<file path="config.mk">
export PLATFORM = sky130hd
export DESIGN_NAME = pes_div_cell
export DESIGN_NICKNAME = d
export VERILOG_FILES = /design/src/sv/pes_pkg.sv /design/src/sv/pes_div_cell.sv
export SDC_FILE = /design/constraint.sdc
export NUM_CORES = 1
export LEC_CHECK = 0
export BUFFER_PORTS_ARGS = -buffer_cell sky130_fd_sc_hd__buf_2
export CORE_AREA = 2 2 121 123
export DETAILED_ROUTE_END_ITERATION = 10
export DIE_AREA = 0 0 123 125
export PLACE_DENSITY = 0.8
export SLEW_MARGIN = 20
export SYNTH_ARGS = -nofsm -noshare
export SYNTH_HDL_FRONTEND = slang
export SYNTH_SLANG_ARGS = --single-unit
export TNS_END_PERCENT = 5
</file>
<file path="constraint.sdc">
create_clock -name clock -period 3.9 [get_ports clock]
set_clock_uncertainty 0.05 [all_clocks]
set_input_delay 0.585 -clock clock [delete_from_list [all_inputs] [get_ports clock]]
set_output_delay 0.585 -clock clock [all_outputs]
set_load 0.05 [all_outputs]
</file>
<file path="src/sv/pes_pkg.sv">
// Constants, register codes and shared types for the particle equation of state pipeline.
package pes_pkg;

   localparam int FRAC_BITS  = 16;
   localparam int TAG_W      = 16;
   localparam int DENS_W     = 32;
   localparam int PRESS_W    = 48;
   localparam int BULK_W     = 48;
   localparam int EXP_W      = 4;
   localparam int MAX_EXP    = (1 << EXP_W) - 1;
   localparam int CFG_IDX_W  = 3;
   localparam int CFG_DATA_W = 48;

   localparam int LIMB_W     = 32;
   localparam int POW_FRAC   = 32;
   localparam int Q_W        = 2 * POW_FRAC;
   localparam int P_W        = POW_FRAC + PRESS_W;
   localparam int PROD_W     = P_W + Q_W;

   localparam int RGAS_W     = 36;
   localparam int DT_W       = 2 * DENS_W;
   localparam int GA_W       = LIMB_W + RGAS_W;
   localparam int GAS_N_W    = DT_W + RGAS_W;
   localparam int DIV_W      = DENS_W + FRAC_BITS;

   localparam logic [RGAS_W-1:0]  RGAS       = 36'd35708358099;
   localparam logic [P_W-1:0]     POW_ONE    = P_W'(1) << POW_FRAC;
   localparam logic [PRESS_W-1:0] PRESS_MAX  = {1'b0, {(PRESS_W-1){1'b1}}};
   localparam logic [PRESS_W-1:0] PRESS_MIN  = {1'b1, {(PRESS_W-1){1'b0}}};

   localparam logic MODE_TAIT = 1'b0;
   localparam logic MODE_GAS  = 1'b1;

   localparam logic [CFG_IDX_W-1:0] REG_EOS_MODE     = 3'd0;
   localparam logic [CFG_IDX_W-1:0] REG_DENSITY_REF  = 3'd1;
   localparam logic [CFG_IDX_W-1:0] REG_BULK_MODULUS = 3'd2;
   localparam logic [CFG_IDX_W-1:0] REG_EXPONENT     = 3'd3;
   localparam logic [CFG_IDX_W-1:0] REG_TEMPERATURE  = 3'd4;
   localparam logic [CFG_IDX_W-1:0] REG_MOLAR_MASS   = 3'd5;

   localparam logic [DENS_W-1:0] RST_DENSITY_REF  = 32'd65536000;
   localparam logic [BULK_W-1:0] RST_BULK_MODULUS = 48'd6553600000;
   localparam logic [EXP_W-1:0]  RST_EXPONENT     = 4'd7;
   localparam logic [DENS_W-1:0] RST_TEMPERATURE  = 32'd19202048;
   localparam logic [DENS_W-1:0] RST_MOLAR_MASS   = 32'd124554051;

   typedef struct packed {
      logic [TAG_W-1:0] tag;
      logic             sat;
   } item_type;

   typedef struct packed {
      logic [TAG_W-1:0] tag;
      logic             sat;
      logic             neg;
      logic [P_W-1:0]   pw;
      logic [Q_W-1:0]   rt;
   } mul_side_type;

endpackage

</file>
<file path="src/sv/pes_div_cell.sv">
// One restoring division cell: produces one quotient bit per request and hands it on.
module pes_div_cell
   import pes_pkg::*;
(
   input  logic             clock,
   input  logic             reset,
   input  logic [DIV_W-1:0] divisor,
   input  logic             in_valid,
   input  item_type         in_item,
   input  logic [DIV_W-1:0] in_rem,
   input  logic [Q_W-1:0]   in_low,
   output logic             out_valid,
   output item_type         out_item,
   output logic [DIV_W-1:0] out_rem,
   output logic [Q_W-1:0]   out_low
);

   logic [DIV_W:0]   trial;
   logic [DIV_W:0]   diff;
   logic             ge;
   logic             valid_in, valid_ff;
   item_type         item_in, item_ff;
   logic [DIV_W-1:0] rem_in, rem_ff;
   logic [Q_W-1:0]   low_in, low_ff;

   always_comb begin
      trial    = {in_rem, in_low[Q_W-1]};
      ge       = trial >= {1'b0, divisor};
      diff     = trial - {1'b0, divisor};
      rem_in   = ge ? diff[DIV_W-1:0] : trial[DIV_W-1:0];
      low_in   = {in_low[Q_W-2:0], ge};
      item_in  = in_item;
      valid_in = in_valid;
   end

   always_ff @(posedge clock) begin
      if (reset) begin
         valid_ff <= 1'b0;
      end else begin
         valid_ff <= valid_in;
      end
   end

   always_ff @(posedge clock) begin
      item_ff <= item_in;
      rem_ff  <= rem_in;
      low_ff  <= low_in;
   end

   assign out_valid = valid_ff;
   assign out_item  = item_ff;
   assign out_rem   = rem_ff;
   assign out_low   = low_ff;

endmodule

</file>
==> After elaboration in Yosys (flattened, before gate mapping) <==
Cells that the tools add are included.
{ "word_totals": {"ram_bits": 0, "latch_bits": 0, "input_bits": 180, "out_inout_bits": 130, "register_bits": 130, "mem_count": 0, "mem_bits_ro": 0, "wordCells": 8} }
{ "op_classes": {"reduce_logical": 0, "addsub": 1, "mul": 0, "n_bitwise": 0, "n_eq_ne": 0, "div": 0, "magnitude_cmp": 1, "n_shift": 0, "mux": 1} }
{ "ops": {"columns": ["cell", "count"], "rows": [
  ["$ge 49x48->1", 1],
  ["$mux 48", 1],
  ["$sub 48x48->48", 1]
]} }

==> Longest topological paths before layout <==
{ "logic_depth": {"ltp_word": 2, "ltp_mapped": 16, "depth_no_buf": 13} }

==> Worst setup path before layout <==
OpenSTA, ideal clock, no wires.
{ "synth_timing": {"kind": "input to register", "start": "in divisor[10]", "end": "reg rem_ff[10] (netlist: out_rem[10])", "slack_ns": 0.587, "t_required_ns": 3.727, "cell_stages": 13, "t_arrival_ns": 3.140, "path_cell_list": "inv_1 > ha_1 > a21o_1 > a21o_1 > a21o_1 > nor3_4 > o21ai_2 > a2111oi_4 > o211ai_2 > a31oi_4 > inv_2 > buf_6 > mux2_1"} }
{ "synth_between": {"elab_chain_len": 2, "word_cells_on_any_way": 3, "classes_between": "add/sub (1); order compare (1); mux (1)"} }
{ "synth_lines": {"columns": ["element", "line_no", "text"], "rows": [
  ["from (decl)", "pes_div_cell.sv:7", "input logic [DIV_W-1:0] divisor,"],
  ["$sub 48x48->48 / $ge 49x48->1 (equally long branches)", "pes_div_cell.sv:29, pes_div_cell.sv:28", null],
  ["$mux 48 *", "pes_div_cell.sv:30", "rem_in = ge ? diff[DIV_W-1:0] : trial[DIV_W-1:0];"],
  ["named net rem_in[10]", "pes_div_cell.sv:23", "logic [DIV_W-1:0] rem_in, rem_ff;"],
  ["to (signal assigned)", "pes_div_cell.sv:46", "rem_ff <= rem_in;"],
  ["to (decl)", "pes_div_cell.sv:23", null]
]} }
Mark *: on every way through the listed nets, which the timed path passes. The rest lies on a longest branch.
A chain may end at the register's enable or synchronous reset.

==> Final worst setup path <==
{ "layout_timing": {"start": "in divisor[1]", "end": "reg rem_ff[29] (netlist: out_rem[29])"} }
Same word-level chain as after synthesis.

==> reports/results.ini <==
[synth]
synth_edf_count=0
yosys-top-cells-area=dfxtp_1 (44%), ha_1 (10%), a21oi_1 (5.2%)
synth_flop_cell=dfxtp_1
avgSynthCellArea_um2=9.13
synthSimpleGateAreaFrac=0.130
synth.net_count=881
synth_cell_types=57
yosysTopAreaCell=dfxtp_1
yosys_warnings=0
synth_top_family_by_area=compound AO/OA/AOI/OAI gates
synth_fa_ha_area_frac=0.104
synth-seq-cells=130
synth_area_mm2=0.00595
synth_compound_area_frac=0.206
synthMuxAreaShare=0.0145
synthArstFlopShare=0
syn_inst=652
synth.top_cell.area_share=0.437
synth_seq_area_share=0.437
synth-xor-area-share=0.0545

[floorplan]
rows=44
initial_core_util=0.419
die_y_um=125
dieArea_mm2=0.0154
die_x_um=123
core_mm2=0.0142
io_pins=310

[run_status]
outcome=completed

[timing]
min_period_ns=3.31
worst_pin_slew_ns=0.656
grt_setup_unrepaired=false
setup_viol=0
final-max-slew-violation-count=0
fin_crit_sh=0.849
max_freq_ghz=0.302
hold_violations=0
relSlewSlack=0.562
setup_tns_ns=0

[worst_setup_path]
cp-startpoint=divisor[1]
critPathCaptureType=register
crit_type=input pin to register
critical_path_required_ns=4.20
critPathArrivalTime_ns=3.61
setup.worst_path.end=out_rem[29]
start_kind=input pin
critPathMaxFanout=35

[detailed_routing]
dr.pass1.iters=5
vias_per_cell=4.98
wl_um=19100
vias=5819
drc=0
wire_per_inst_um=16.4
drtIter0Drc=212
detail-route-antenna-nets=0

[global_routing]
grt_max_degree=36
grt_usage=0.241
grt_pass1_vias=5637
antenna_found_initial=6
grt_overflow=0
grt_pass1_wl_um=28600

[power_and_ir_drop]
p_sw_frac=0.363
seq_power_share=0.330
ir_drop_uv=334
p_sw_mw=1.66
power.density_mw_per_mm2=550
leakage_nw=4.42
combPwrFrac=0.302
p_clk_frac=0.368
p_int_mw=2.92

[cells_and_area]
fin_area_mm2=0.00834
num-nets-final=1197
drive_gt1_frac=0.366
area_growth_pct=40.2

[clock_tree]
numCtsBuffers=17
cts_tree=done
ctsHoldBuffers=0
clock-sinks=130
post_cts_resized=0
cts_setup_buffers=0
clockBufferDepth=2
root_buffer=clkbuf_16
cts_max_level=4
cts.clk_slew.worst_paths_ns=0.06

[job]
drv_cap=0

[hold_path]
hold_path.class=input pin to register

[placed_design]
port_buffers=309
dp_hpwl_um=15400
gp_congestion=0.919
placed_area_mm2=0.00771

-- stage by stage --
step	util	std cells	hold WS [ns]	total power [mW]	setup WS [ns]
6_report	0.587	1168	0.210	4.58	0.590
5_1_grt	0.587	1166	0.195	4.77	0.338
4_1_cts	0.587	1165	0.200	4.61	0.610
2_1_floorplan	-	652	0.563	2.55	0.587
3_5_place_dp	0.543	1133	0.639	2.92	0.179
3_3_place_gp	0.543	1133	0.638	2.91	0.279
-- metal layers --
layer / vias up / share of wire / GRT usage
li1: 2912 / - / -
met1: 2645 / 0.40 / 0.273
met2: 230 / 0.49 / 0.425
met3: 26 / 0.091 / 0.0867
met4: 6 / 0.016 / 0.0628
met5: - / 0.0021 / 0
-- kinds of logic (layout without fill, tap and decap cells) --
logic type	after synthesis	count (layout)
AOI/OAI and AO/OA	186	186
xor gates and xnor gates	37	37
adders and majority gates	49	49
buffers and inverters	82	411
muxes	8	8
other	0	3
DFF	130	130
and+or+nand+nor	160	160
-- placed cells by master (no fill, tap or decap), types with 4 or more instances in the layout --
cell / instances
buf_4: 8
a31oi_1: 11
inv_1: 60
o21a_1: 4
mux2_1: 4
nand4_1: 8
or3_1: 4
and4_1: 6
o21ai_1: 4
o21ai_0: 25
inv_6: 5
o21bai_1: 4
a21oi_1: 62
nand2_1: 42
and3_1: 11
dfxtp_1: 130
nand3_1: 8
clkbuf_16: 17
nor2_1: 54
nor2b_1: 6
xnor2_1: 17
buf_2: 309
nor3_1: 7
a21o_1: 40
a211oi_1: 5
xor2_1: 20
ha_1: 48
-- layout make-up --
type | count | area, µm²
diodes | 3 | 7.51
clock buffers | 18 | 429
clock inverters | 14 | 191
fillers | 1265 | 5860
inverters | 61 | 229
multi-input cells | 440 | 3030
flip-flops and latches | 130 | 2600
well taps | 184 | 230
repair buffers | 318 | 1630
-- cells in the mapped netlist (6+ instances only) --
library cell  instances
nor2_1               54
inv_1                60
nand4_1               8
ha_1                 48
nand3_1               8
a21o_1               40
nor3_1                7
xnor2_1              17
a21oi_1              62
o21ai_0              25
a31oi_1              11
and4_1                6
xor2_1               20
dfxtp_1             130
nor2b_1               6
clkbuf_1             16
and3_1               11
nand2_1              42
-- power by group through the flow --
stage                     logic [mW]  clock network [mW]  registers [mW]
after floorplan                0.464                   0            2.08
after global placement          1.36                   0            1.54
after detailed placement        1.38                   0            1.54
after CTS                       1.39                1.70            1.51
after global routing            1.47                1.77            1.53
final                           1.39                1.69            1.51
-- flip-flops by register name (all words and copies together) (netlist names) --
register and count:
out_rem 48, out_item 17, out_valid 1, out_low 64
-- how the worst min path moves through the flow --
stage	startpoint	endpoint	slack, ns	cells past startpoint
6_report	in_low[19]	out_low[20]	0.21	1
5_1_grt	in_low[33]	out_low[34]	0.20	1
4_1_cts	in_item[1]	out_item[1]	0.20	1
3_5_place_dp	in_low[40]	out_low[41]	0.64	1
3_3_place_gp	in_item[13]	out_item[13]	0.64	1
2_1_floorplan	in_item[0]	out_item[0]	0.56	0
-- worst max-delay path, stage by stage --
cell and delay, ns:
buf_2 0.11, inv_1 0.05, ha_1 0.30, nor2b_1 0.18
o2111ai_1 0.17, a211oi_1 0.42, nor3_4 0.08, o21ai_2 0.29
a2111oi_4 0.13, o211ai_2 0.20, a31oi_4 0.11, inv_2 0.50
buf_12 0.26, nor2_1 0.06, a21oi_1 0.13
No activity file was read; power rests on OpenSTA's default activity.
